$ cat src/hw/rtl/tspg_pkg.sv
// ----------------------------------------------------------------------------
// tspg_pkg
// Types and constants shared by the trapezoidal step pulse generator.
// ----------------------------------------------------------------------------
package tspg_pkg;

    localparam logic [12:0] INTERVAL_CAP   = 13'd5000;
    localparam logic [12:0] START_INTERVAL = 13'd100;

    typedef enum logic [1:0] {
        OP_TICK  = 2'd0,
        OP_START = 2'd1,
        OP_SET   = 2'd2,
        OP_LOAD  = 2'd3
    } op_t;

    typedef enum logic [3:0] {
        ST_IDLE,
        ST_TICK,
        ST_PLAN_ABS,
        ST_PLAN_SPLIT,
        ST_PHASE,
        ST_MUL,
        ST_DIV,
        ST_RDREQ,
        ST_RDDATA,
        ST_OUT
    } state_t;

    typedef struct packed {
        logic [1:0]         opcode;
        logic signed [31:0] target_steps;
        logic [4:0]         table_index;
        logic [15:0]        table_value;
    } cmd_t;

    typedef struct packed {
        logic               step_pulse;
        logic               step_direction;
        logic signed [31:0] position_steps;
        logic               moving;
        logic               move_done;
        logic [12:0]        interval_us;
    } rsp_t;

endpackage

$ cat src/hw/rtl/tspg_ram.sv
// ----------------------------------------------------------------------------
// tspg_ram
// Generic single write port RAM with registered read.
// ----------------------------------------------------------------------------
module tspg_ram #(
    parameter int WIDTH = 16,
    parameter int DEPTH = 32
) (
    input  logic                     clk,
    input  logic                     we,
    input  logic [$clog2(DEPTH)-1:0] waddr,
    input  logic [WIDTH-1:0]         wdata,
    input  logic [$clog2(DEPTH)-1:0] raddr,
    output logic [WIDTH-1:0]         rdata
);

    logic [WIDTH-1:0] mem_reg [DEPTH];
    logic [WIDTH-1:0] rdata_reg;

    always_ff @(posedge clk)
    begin
        if (we)
        begin
            mem_reg[waddr] <= wdata;
        end
        rdata_reg <= mem_reg[raddr];
    end

    assign rdata = rdata_reg;

endmodule

$ cat src/hw/rtl/tspg_div.sv
// ----------------------------------------------------------------------------
// tspg_div
// Bit-serial restoring divider for the table phase index. The caller
// guarantees the quotient fits in QUOT_W bits; one quotient bit per cycle.
// ----------------------------------------------------------------------------
module tspg_div #(
    parameter int QUOT_W = 6
) (
    input  logic                   clk,
    input  logic                   rst_n,
    input  logic                   start,
    input  logic [32+QUOT_W-2:0]   numer,
    input  logic [31:0]            denom,
    output logic                   done,
    output logic [QUOT_W-1:0]      quot
);

    localparam int CNT_W = $clog2(QUOT_W + 1);

    logic              busy_reg,  busy_next;
    logic              done_reg,  done_next;
    logic [CNT_W-1:0]  cnt_reg,   cnt_next;
    logic [31:0]       rem_reg,   rem_next;
    logic [QUOT_W-1:0] low_reg,   low_next;
    logic [QUOT_W-1:0] quot_reg,  quot_next;
    logic [31:0]       den_reg,   den_next;

    logic [32:0] trial;
    logic [33:0] diff;

    assign trial = {rem_reg, low_reg[QUOT_W-1]};
    assign diff  = {1'b0, trial} - {2'b00, den_reg};

    always_comb
    begin
        busy_next = busy_reg;
        done_next = 1'b0;
        cnt_next  = cnt_reg;
        rem_next  = rem_reg;
        low_next  = low_reg;
        quot_next = quot_reg;
        den_next  = den_reg;
        if (start)
        begin
            busy_next = 1'b1;
            cnt_next  = CNT_W'(QUOT_W);
            // upper bits are already below the divisor
            rem_next  = {1'b0, numer[32+QUOT_W-2:QUOT_W]};
            low_next  = numer[QUOT_W-1:0];
            den_next  = denom;
        end
        else if (busy_reg)
        begin
            low_next = {low_reg[QUOT_W-2:0], 1'b0};
            if (!diff[33])
            begin
                rem_next  = diff[31:0];
                quot_next = {quot_reg[QUOT_W-2:0], 1'b1};
            end
            else
            begin
                rem_next  = trial[31:0];
                quot_next = {quot_reg[QUOT_W-2:0], 1'b0};
            end
            cnt_next = cnt_reg - CNT_W'(1);
            if (cnt_reg == CNT_W'(1))
            begin
                busy_next = 1'b0;
                done_next = 1'b1;
            end
        end
    end

    always_ff @(posedge clk or negedge rst_n)
    begin
        if (!rst_n)
        begin
            busy_reg <= 1'b0;
            done_reg <= 1'b0;
            cnt_reg  <= '0;
        end
        else
        begin
            busy_reg <= busy_next;
            done_reg <= done_next;
            cnt_reg  <= cnt_next;
        end
    end

    always_ff @(posedge clk)
    begin
        rem_reg  <= rem_next;
        low_reg  <= low_next;
        quot_reg <= quot_next;
        den_reg  <= den_next;
    end

    assign done = done_reg;
    assign quot = quot_reg;

endmodule

$ cat src/hw/rtl/trapezoidal_step_pulse_generator_core.sv
// ----------------------------------------------------------------------------
// trapezoidal_step_pulse_generator_core
// Drives one stepper axis along a trapezoidal velocity profile. Commands are
// tick (one microsecond), start move, set position and load a step time table
// word; every command returns one result. Commands are handled one at a time.
// A tick that issues a step in the acceleration or deceleration phase picks
// the next interval through a bit-serial divider and a registered table
// read. A step in the coast phase, or with a zero acceleration count, skips
// the divider. The table reads as zero after reset until an entry is loaded.
// A new command is taken while the previous result still waits in the output
// register.
// ----------------------------------------------------------------------------
module trapezoidal_step_pulse_generator_core #(
    parameter int TABLE_ENTRIES = 32
) (
    input  logic            clk,
    input  logic            rst_n,
    input  logic            cmd_valid,
    output logic            cmd_ready,
    input  tspg_pkg::cmd_t  cmd_data,
    output logic            rsp_valid,
    input  logic            rsp_ready,
    output tspg_pkg::rsp_t  rsp_data,
    input  logic            cfg_valid,
    output logic            cfg_ready,
    input  logic [23:0]     cfg_data
);

    import tspg_pkg::*;

    localparam int AW     = $clog2(TABLE_ENTRIES);
    localparam int QUOT_W = AW + 1;
    localparam int NUM_W  = 32 + AW;

    localparam logic [AW-1:0]     LAST      = AW'(TABLE_ENTRIES - 1);
    localparam logic [QUOT_W-1:0] LAST_Q    = {1'b0, LAST};
    localparam logic [AW+4:0]     ENTRIES_V = (AW+5)'(TABLE_ENTRIES);

    state_t              state_reg,    state_next;
    logic [31:0]         position_reg, position_next;
    logic                neg_reg,      neg_next;
    logic [31:0]         accel_reg,    accel_next;
    logic [31:0]         coast_reg,    coast_next;
    logic [31:0]         total_reg,    total_next;
    logic [31:0]         steps_reg,    steps_next;
    logic [12:0]         countdown_reg, countdown_next;
    logic [12:0]         interval_reg, interval_next;
    logic [23:0]         nominal_reg,  nominal_next;
    logic                pulse_reg,    pulse_next;
    logic                finish_reg,   finish_next;
    logic [31:0]         delta_reg,    delta_next;
    logic [31:0]         x_reg,        x_next;
    logic                decel_reg,    decel_next;
    logic [AW-1:0]       idx_reg,      idx_next;
    logic [TABLE_ENTRIES-1:0] valid_reg, valid_next;
    logic                rsp_valid_reg, rsp_valid_next;
    rsp_t                rsp_reg,      rsp_next;

    logic                accept;
    logic [AW+4:0]       tidx_ext;
    logic                ram_we;
    logic [15:0]         ram_rdata;
    logic                div_start;
    logic                div_done;
    logic [QUOT_W-1:0]   div_quot;
    logic [NUM_W-1:0]    div_numer;
    logic [33:0]         coast_s;
    logic [32:0]         ac_sum;
    logic [32:0]         s_ext;
    logic [32:0]         s_minus_ac;
    logic [31:0]         steps_inc;
    logic [15:0]         tbl_val;

    assign cmd_ready = (state_reg == ST_IDLE);
    assign cfg_ready = 1'b1;
    assign accept    = cmd_valid && cmd_ready;
    assign tidx_ext  = {{AW{1'b0}}, cmd_data.table_index};

    assign rsp_valid = rsp_valid_reg;
    assign rsp_data  = rsp_reg;

    // product is registered inside the divider
    assign div_numer = {{AW{1'b0}}, x_reg} * {{32{1'b0}}, LAST};

    assign coast_s    = {2'b00, total_reg} - {9'd0, nominal_reg, 1'b0};
    assign ac_sum     = {1'b0, accel_reg} + {1'b0, coast_reg};
    assign s_ext      = {1'b0, steps_reg};
    assign s_minus_ac = s_ext - ac_sum;
    assign steps_inc  = steps_reg + 32'd1;
    assign tbl_val    = valid_reg[idx_reg] ? ram_rdata : 16'd0;

    tspg_ram #(
        .WIDTH (16),
        .DEPTH (TABLE_ENTRIES)
    ) u_table (
        .clk   (clk),
        .we    (ram_we),
        .waddr (tidx_ext[AW-1:0]),
        .wdata (cmd_data.table_value),
        .raddr (idx_reg),
        .rdata (ram_rdata)
    );

    tspg_div #(
        .QUOT_W (QUOT_W)
    ) u_div (
        .clk   (clk),
        .rst_n (rst_n),
        .start (div_start),
        .numer (div_numer),
        .denom (accel_reg),
        .done  (div_done),
        .quot  (div_quot)
    );

    always_comb
    begin
        state_next     = state_reg;
        position_next  = position_reg;
        neg_next       = neg_reg;
        accel_next     = accel_reg;
        coast_next     = coast_reg;
        total_next     = total_reg;
        steps_next     = steps_reg;
        countdown_next = countdown_reg;
        interval_next  = interval_reg;
        nominal_next   = nominal_reg;
        pulse_next     = pulse_reg;
        finish_next    = finish_reg;
        delta_next     = delta_reg;
        x_next         = x_reg;
        decel_next     = decel_reg;
        idx_next       = idx_reg;
        valid_next     = valid_reg;
        rsp_valid_next = rsp_valid_reg;
        rsp_next       = rsp_reg;
        ram_we         = 1'b0;
        div_start      = 1'b0;

        if (cfg_valid && cfg_ready)
        begin
            nominal_next = cfg_data;
        end
        if (rsp_ready)
        begin
            rsp_valid_next = 1'b0;
        end

        case (state_reg)
            ST_IDLE:
            begin
                if (accept)
                begin
                    pulse_next  = 1'b0;
                    finish_next = 1'b0;
                    case (cmd_data.opcode)
                        OP_TICK:
                        begin
                            state_next = ST_TICK;
                        end
                        OP_START:
                        begin
                            delta_next = cmd_data.target_steps - position_reg;
                            state_next = ST_PLAN_ABS;
                        end
                        OP_SET:
                        begin
                            position_next = cmd_data.target_steps;
                            state_next    = ST_OUT;
                        end
                        OP_LOAD:
                        begin
                            if (tidx_ext < ENTRIES_V)
                            begin
                                ram_we                       = 1'b1;
                                valid_next[tidx_ext[AW-1:0]] = 1'b1;
                            end
                            state_next = ST_OUT;
                        end
                        default:
                        begin
                            state_next = ST_OUT;
                        end
                    endcase
                end
            end

            ST_PLAN_ABS:
            begin
                neg_next   = delta_reg[31];
                total_next = delta_reg[31] ? (32'd0 - delta_reg) : delta_reg;
                state_next = ST_PLAN_SPLIT;
            end

            ST_PLAN_SPLIT:
            begin
                // short move: halve it, the odd step goes to deceleration
                if (coast_s[33] || (coast_s == 34'd0))
                begin
                    accel_next = {1'b0, total_reg[31:1]};
                    coast_next = 32'd0;
                end
                else
                begin
                    accel_next = {8'd0, nominal_reg};
                    coast_next = coast_s[31:0];
                end
                steps_next     = 32'd0;
                interval_next  = START_INTERVAL;
                countdown_next = START_INTERVAL;
                state_next     = ST_OUT;
            end

            ST_TICK:
            begin
                if (total_reg == 32'd0)
                begin
                    state_next = ST_OUT;
                end
                else if (countdown_reg > 13'd1)
                begin
                    countdown_next = countdown_reg - 13'd1;
                    state_next     = ST_OUT;
                end
                else
                begin
                    pulse_next    = 1'b1;
                    position_next = neg_reg ? (position_reg - 32'd1)
                                            : (position_reg + 32'd1);
                    steps_next    = steps_inc;
                    if (steps_inc == total_reg)
                    begin
                        accel_next  = 32'd0;
                        coast_next  = 32'd0;
                        total_next  = 32'd0;
                        steps_next  = 32'd0;
                        finish_next = 1'b1;
                    end
                    state_next = ST_PHASE;
                end
            end

            ST_PHASE:
            begin
                if (steps_reg <= accel_reg)
                begin
                    if (accel_reg == 32'd0)
                    begin
                        idx_next   = '0;
                        state_next = ST_RDREQ;
                    end
                    else
                    begin
                        x_next     = steps_reg;
                        decel_next = 1'b0;
                        state_next = ST_MUL;
                    end
                end
                else if (s_ext <= ac_sum)
                begin
                    idx_next   = LAST;
                    state_next = ST_RDREQ;
                end
                else if (accel_reg == 32'd0)
                begin
                    idx_next   = '0;
                    state_next = ST_RDREQ;
                end
                else
                begin
                    // past the coast, at most accel+1 steps remain
                    x_next     = s_minus_ac[31:0];
                    decel_next = 1'b1;
                    state_next = ST_MUL;
                end
            end

            ST_MUL:
            begin
                div_start  = 1'b1;
                state_next = ST_DIV;
            end

            ST_DIV:
            begin
                if (div_done)
                begin
                    if (decel_reg)
                    begin
                        idx_next = (div_quot > LAST_Q) ? '0 : (LAST - div_quot[AW-1:0]);
                    end
                    else
                    begin
                        idx_next = (div_quot > LAST_Q) ? LAST : div_quot[AW-1:0];
                    end
                    state_next = ST_RDREQ;
                end
            end

            ST_RDREQ:
            begin
                state_next = ST_RDDATA;
            end

            ST_RDDATA:
            begin
                if (tbl_val > {3'b000, INTERVAL_CAP})
                begin
                    interval_next = INTERVAL_CAP;
                end
                else
                begin
                    interval_next = tbl_val[12:0];
                end
                countdown_next = interval_next;
                state_next     = ST_OUT;
            end

            ST_OUT:
            begin
                if (!rsp_valid_reg || rsp_ready)
                begin
                    rsp_next.step_pulse     = pulse_reg;
                    rsp_next.step_direction = neg_reg;
                    rsp_next.position_steps = position_reg;
                    rsp_next.moving         = (total_reg != 32'd0);
                    rsp_next.move_done      = finish_reg;
                    rsp_next.interval_us    = interval_reg;
                    rsp_valid_next          = 1'b1;
                    state_next              = ST_IDLE;
                end
            end

            default:
            begin
                state_next = ST_IDLE;
            end
        endcase
    end

    always_ff @(posedge clk or negedge rst_n)
    begin
        if (!rst_n)
        begin
            state_reg     <= ST_IDLE;
            position_reg  <= '0;
            neg_reg       <= 1'b0;
            accel_reg     <= '0;
            coast_reg     <= '0;
            total_reg     <= '0;
            steps_reg     <= '0;
            countdown_reg <= '0;
            interval_reg  <= '0;
            nominal_reg   <= '0;
            pulse_reg     <= 1'b0;
            finish_reg    <= 1'b0;
            valid_reg     <= '0;
            rsp_valid_reg <= 1'b0;
        end
        else
        begin
            state_reg     <= state_next;
            position_reg  <= position_next;
            neg_reg       <= neg_next;
            accel_reg     <= accel_next;
            coast_reg     <= coast_next;
            total_reg     <= total_next;
            steps_reg     <= steps_next;
            countdown_reg <= countdown_next;
            interval_reg  <= interval_next;
            nominal_reg   <= nominal_next;
            pulse_reg     <= pulse_next;
            finish_reg    <= finish_next;
            valid_reg     <= valid_next;
            rsp_valid_reg <= rsp_valid_next;
        end
    end

    always_ff @(posedge clk)
    begin
        delta_reg <= delta_next;
        x_reg     <= x_next;
        decel_reg <= decel_next;
        idx_reg   <= idx_next;
        rsp_reg   <= rsp_next;
    end

    // a finished move leaves no steps pending
    assert property (@(posedge clk) disable iff (!rst_n)
        (rsp_valid && rsp_data.move_done) |-> (rsp_data.step_pulse && !rsp_data.moving))
        else $error("move_done without final step");

    assert property (@(posedge clk) disable iff (!rst_n)
        interval_reg <= INTERVAL_CAP)
        else $error("interval above cap");

    // between commands a live move has steps left
    assert property (@(posedge clk) disable iff (!rst_n)
        (state_reg == ST_IDLE) |-> ((total_reg == 32'd0) || (steps_reg < total_reg)))
        else $error("steps taken reached total without ending the move");

    assert property (@(posedge clk) disable iff (!rst_n)
        div_done |-> (state_reg == ST_DIV))
        else $error("divider result outside divide state");

endmodule
$ cat config.mk
export PLATFORM = sky130hd
export DESIGN_NAME = trapezoidal_step_pulse_generator_core
export DESIGN_NICKNAME = d
export VERILOG_FILES = /design/src/hw/rtl/tspg_pkg.sv /design/src/hw/rtl/tspg_ram.sv /design/src/hw/rtl/tspg_div.sv /design/src/hw/rtl/trapezoidal_step_pulse_generator_core.sv
export SDC_FILE = /design/constraint.sdc
export NUM_CORES = 2
export LEC_CHECK = 0
export BUFFER_PORTS_ARGS = -buffer_cell sky130_fd_sc_hd__buf_2
export CAP_MARGIN = 25
export CORE_ASPECT_RATIO = 0.5
export CORE_MARGIN = 5
export CORE_UTILIZATION = 30
export CTS_CLUSTER_DIAMETER = 200
export DETAILED_ROUTE_END_ITERATION = 7
export PLACE_DENSITY = 0.42
export SYNTH_ARGS = -nofsm -noshare
export SYNTH_HDL_FRONTEND = slang
export SYNTH_SLANG_ARGS = --single-unit
export TNS_END_PERCENT = 10
$ cat constraint.sdc
create_clock -name clk -period 7.4 [get_ports clk]
set_input_delay 1.48 -clock clk [delete_from_list [all_inputs] [get_ports clk]]
set_output_delay 1.48 -clock clk [all_outputs]
set_load 0.02 [all_outputs]
# Word level (Yosys, flattened, before mapping)
# Memory sizes are Yosys's and may differ from the RTL's. A register that Yosys moved wholly into a read port is not among the register bits.
# Index checks and enable logic that the tools add are counted.
dict set report totals {
  regBits 450
  ramBits 512
  input_bits 84
  output_inout_bits 52
  elab_cells 202
  memories 1
}
dict set report op_classes {
  addsub 12
  mul 1
  n_lt_le_gt_ge 9
  n_eq_ne 23
  muxes 87
  bitwise_logic 3
  reduce_logical 34
}
# name words width read_ports rd_ports_with_merged_regs write_ports line_no
set memory_table {}
lappend memory_table {u_table.mem_reg 32 16 1 1 1 tspg_ram.sv:17} ;# logic [WIDTH-1:0] mem_reg [DEPTH];
# op count
set op_table {}
lappend op_table {{$mux 32} 18}
lappend op_table {{$pmux 32 s2} 5}
lappend op_table {{$mux 31} 3}
lappend op_table {{$add 32x1->32 const B} 2}
lappend op_table {{$logic_not 32->1} 2}
lappend op_table {{$sub 32x32->32} 2}
lappend op_table {{$mux 13} 3}
lappend op_table {{$pmux 13 s3} 1}
lappend op_table {{$mul 32x5->37 const B} 1}
lappend op_table {{$pmux 4 s9} 1}
lappend op_table {{$mux 5} 7}
lappend op_table {{$logic_not 34->1} 1}
lappend op_table {{$sub 33x32->34} 1}
lappend op_table {{$add 32x32->33} 1}
lappend op_table {{$le 32x33->1} 1}
lappend op_table {{$sub 32x25->33} 1}
lappend op_table {{$eq 32x32->1} 1}
lappend op_table {{$le 32x32->1} 1}
lappend op_table {{$or 32x32->32} 1}
lappend op_table {{$reduce_bool 32->1} 1}
lappend op_table {{$sub 1x32->32 const A} 1}
lappend op_table {{$sub 32x1->32 const B} 1}
lappend op_table {{$mux 1} 29}
lappend op_table {{$mux 4} 7}
lappend op_table {{other kinds (40)} 77}

# Depth between registers and ports, before layout
dict set report logic_depth {
  ltp_word 7
  depth_mapped 25
  ltp_nobuf 25
}

# Modules after synthesis
# A second synthesis with hierarchy kept.
dict set report hier_totals {
  hier_cells 4638
  hier_area_um2 54010.6
}
# mod n_inst cells_per_inst area_per_inst_um2 seq_area_each_um2
set modules_own_cells {}
lappend modules_own_cells {trapezoidal_step_pulse_generator_core 1 3026 28333.4 9804.4}
lappend modules_own_cells {tspg_ram 1 1143 20534.7 15695.1}
lappend modules_own_cells {tspg_div 1 469 5142.4 2397.3}

# Worst setup path before layout
# OpenSTA, ideal clock, no wires.
dict set report synth_timing {
  path_kind {reg2reg}
  start {register accel_reg[0]}
  end {register decel_reg, enable pin}
  arrival_ps 5076
  setup_slack_ps 1931
  stages_incl_launch_ff 24
  n_path_buf 0
  synth_period_minus_slack_ps 5469
  cell_sequence {dfrtp_1 -> ha_1 -> inv_1 -> fa_1 -> nor2b_1 -> o2111ai_1 -> and3_1 -> o32ai_1 -> a211o_1 -> nand3_1 -> nand2_1 -> a21o_1 -> a21oi_1 -> xor2_1 -> ha_1 -> nand4_1 -> or2_2 -> o221ai_1 -> nand2_1 -> o2111ai_1 -> nand3_1 -> nand2b_1 -> a31o_2 -> and4b_1}
}
dict set report synth_between {
  elab_chain_cells 4
}
# item line_no
set synth_lines {}
lappend synth_lines {{from (decl)} trapezoidal_step_pulse_generator_core.sv:42} ;# logic [31:0] accel_reg, accel_next;
lappend synth_lines {{from (signal assigned)} trapezoidal_step_pulse_generator_core.sv:365} ;# accel_reg <= accel_next;
lappend synth_lines {{$add 32x32->33} trapezoidal_step_pulse_generator_core.sv:86} ;# assign ac_sum = {1'b0, accel_reg} + {1'b0, coast_reg};
lappend synth_lines {{$le 32x33->1} trapezoidal_step_pulse_generator_core.sv:259} ;# else if (s_ext <= ac_sum)
lappend synth_lines {{$ne 2x2->1 (no line)} --}
lappend synth_lines {{$reduce_and 3->1 (no line) (*)} --}
lappend synth_lines {{to (signal assigned)} trapezoidal_step_pulse_generator_core.sv:383} ;# decel_reg <= decel_next;
lappend synth_lines {{to (decl)} trapezoidal_step_pulse_generator_core.sv:53} ;# logic decel_reg, decel_next;
# Every way passes the cells marked *; elsewhere a longest branch is shown, timed or not.
# A chain may end at the register's enable or synchronous reset.

# Worst setup path in the final report
dict set report layout_timing {
  start {register accel_reg[0]}
  end {register x_reg[19], enable pin}
}
dict set report layout_between {
  elab_chain_cells 4
}
# item line_no
set layout_lines {}
lappend layout_lines {{$add 32x32->33} trapezoidal_step_pulse_generator_core.sv:86}
lappend layout_lines {{$le 32x33->1} trapezoidal_step_pulse_generator_core.sv:259}
lappend layout_lines {{$ne 2x2->1 (no line)} --}
lappend layout_lines {{$reduce_and 3->1 (no line) (*)} --}
lappend layout_lines {{to (signal assigned)} trapezoidal_step_pulse_generator_core.sv:382} ;# x_reg <= x_next;
lappend layout_lines {{to (decl)} trapezoidal_step_pulse_generator_core.sv:52} ;# logic [31:0] x_reg, x_next;
# Marks and branches as above.

==> flow_summary.yaml <==
outcome:
  status: "finished, final reports clean"
routing:
  drt_iter0_drc: 2533
  postRouteAntennaNets: 0
  drc: 0
  vias_per_cell: 5.158
  dr.pass1.iters: 7
  drt-total-wl_um: 154200
  routedWlPerCell_um: 22.97
  vias: 34632
global_routing:
  grt_use_total_pct: 16.37
  grt_use_met1_pct: 21.94
  gr-usage-met2_pct: 27.77
  grt_max_degree: 124
  gr-total-overflow: 0
  antenna_found_initial: 24
  busiest_layer: "met2"
  grt_use_met3_pct: 2.720
  grt_pass1_vias: 34407
  grt_pass1_wl_um: 228800
worst_hold_path:
  hold_start: "u_div.quot[1]"
  min_to: "u_div.quot[2]"
  hold_depth: 0
  hold_class: "flop to flop"
clocking:
  worstSkewPairLatency_ns: 0.73
  ctsResizeCount: 0
  postCtsSetupBuffers: 0
  clock-sinks: 976
  cts_tree: "yes"
  clockBufferDepth: 3
  clkTransAtPathRegs_ns: 0.07
  numCtsBuffers: 98
  cts_hold_buf: 0
  cts-root-buf: "clkbuf_16"
  h-tree-depth: 3
synth:
  synth.avg_cell_area_um2: 12.54
  yosysSeqAreaShare_pct: 53.07
  postSynthCellCount: 4188
  async_flop_share_pct: 26.02
  ys_seq_elements: 976
  yosys_most_used_dff: "edfxtp_1"
  ys_types: 90
  syn_nets: 4627
  synth_warnings: 0
  synthesis.area_um2: 52510
  synth-edff-count: 705
worst_setup_path:
  worst_ep_required_time_ns: 7.75
  ff2ff_path_depth: 23
  end_kind: "flop"
  reg2reg_from: "accel_reg[0]"
  crit_arrival_ns: 6.36
  timing.rr.end: "x_reg[19]"
  ff2ff_setup_slack_ns: 1.39
  crit_path_max_fanout: 33
  crit_type: "flop to flop"
  cp-start-kind: "flop"
timing:
  setup_tns_ns: 0
  relSlewSlack_pct: 34.97
  worst_slew_pin_slew_ns: 0.9732
  period_minus_slack_ns: 6.006
  hold_ws_ns: 0.4322
  clock.fmax_mhz: 166.5
  timing.final.ws_setup_ns: 1.394
  skew_ns: 0.07670
  hold_viol: 0
  grt_setup_unrepaired: "false"
  slew_violations: 0
  setup_viol: 0
  finalCritPeriodShare_pct: 81.16
floorplan:
  die_h_um: 305.8
  initial_core_util_pct: 30.22
  fp.dieArea_um2: 184000
  fp.coreArea_um2: 173800
  die_w_um: 601.7
  fp-row-count: 108
  ios: 136
finish:
  syn2layout_area_growth_pct: 13.44
  final_cell_mix: "edfxtp_1, nand2_1, ha_1"
  fin_nets: 4750
  final_common_cell: "edfxtp_1"
  largest_reg_flops: 512
  stdcell_count: 6714
  final_layout_size_suffix_gt1_share_pct: 14.49
  finish.utilization_pct: 34.28
  fillers: 17201
  postLayoutCellArea_um2: 59570
power_and_ir_drop:
  p_per_area_nw_per_um2: 489.9
  total_power_mw: 29.18
  vdd_drop_max_mv: 0.4397
  p_leak_nw: 22.75
placement:
  portBuffers: 134
  dp_slack_ns: 1.522
  dpl_cell_area_um2: 56110
  hpwlAfterDp_um: 107300
  place_inst: 6519
  gp_routability_congestion: 0.8430
flow_run:
  cap_violations: 0
[kinds of logic (layout without fill, tap and decap cells)]
group	Yosys count	after routing	synth area share (%)
compound gates	1022	1022	12.73
simple gates	1006	1006	9.374
flops	976	976	53.07
buf+inv	366	574	2.719
fa+ha+maj	355	355	9.817
xor+xnor	263	263	4.387
mux	199	199	7.897
other cells	1	9	0.007142
[critical path, cell delays in order, from the launching register on]
cell       delay, ns
dfrtp_1         0.41
ha_1            0.19
inv_1           0.05
fa_1            0.39
nor2b_1         0.18
o2111ai_1       0.16
and3_1          0.22
o32ai_1         0.42
a211o_1         0.26
a31o_2          0.21
a41oi_1         0.26
o21bai_1        0.21
a21oi_1         0.09
xor2_1          0.15
ha_1            0.36
and2_1          0.20
nand3_1         0.10
or2_2           0.32
nor3_1          0.20
nand4_1         0.12
or3_1           0.36
a31o_2          0.32
and4b_1         0.22
buf_4           0.25
[how the worst max path moves through the flow]
stage	startpoint	end	slack (ns)
after global placement	accel_reg[0]	x_reg[0]	1.50
after floorplan	accel_reg[0]	decel_reg	1.93
after CTS	accel_reg[0]	x_reg[19]	1.48
after global routing	accel_reg[0]	x_reg[19]	1.01
after detailed placement	accel_reg[0]	x_reg[0]	1.52
final	accel_reg[0]	x_reg[19]	1.39
[power breakdown]
part | internal (mW) | leakage [nW] | switching, mW | total (mW)
Clock | 2.98 | 1.62 | 2.34 | 5.32
Sequential | 6.95 | 9.86 | 1.02 | 7.97
Combinational | 6.70 | 11.3 | 9.19 | 15.9
Total | 16.6 | 22.7 | 12.6 | 29.2
[area by class of cell]
cell class / instances / area [um^2] / share of cell area (%)
Antenna cell: 8 / 20.02 / 0.03361
Clock buffer: 125 / 2668 / 4.478
Clock inverter: 60 / 739.5 / 1.241
Inverter: 205 / 769.5 / 1.292
Multi-Input combinational cell: 2846 / 23490 / 39.43
Sequential cell: 976 / 27870 / 46.78
Tap cell: 2310 / 2890 / 4.852
Timing Repair Buffer: 184 / 1126 / 1.890
[cells in the mapped netlist (8+ instances only)]
master	n	area share (%)
nand2_1	281	2.0
xnor2_1	177	3.0
ha_1	260	6.2
mux2_2	22	0.47
a211o_1	8	0.13
a31oi_1	43	0.51
clkbuf_1	106	0.76
or3_1	21	0.25
o21a_1	36	0.51
or2_2	45	0.54
dfrtp_1	254	12
nor4_1	31	0.37
a31o_2	8	0.13
buf_1	34	0.24
mux4_2	170	7.3
a22o_1	61	1.0
a211oi_1	55	0.79
a221o_1	28	0.53
a21o_1	100	1.4
nand2b_1	36	0.43
nor3_1	74	0.71
fa_1	95	3.6
o211ai_1	20	0.29
nor2_1	245	1.8
or4_1	17	0.24
nand3_1	66	0.63
edfxtp_1	705	40
and4_1	9	0.15
o31ai_1	38	0.54
o21bai_1	28	0.40
a21oi_1	245	2.3
nand4_1	33	0.39
buf_2	14	0.13
nor2b_1	32	0.38
and3_1	44	0.52
o2111ai_1	8	0.13
xor2_1	86	1.4
and2_1	48	0.57
dfxtp_1	17	0.65
o21ai_0	252	2.4
o41ai_1	11	0.18
inv_1	205	1.5
[routing by layer]
metal | part of all wire (%) | vias to the layer above
met1 | 44 | 17679
met4 | 2.4 | 2
met5 | 0.0091 | -
met2 | 49 | 654
li1 | - | 16076
met3 | 4.2 | 221
No activity file was read; power rests on OpenSTA's default activity.
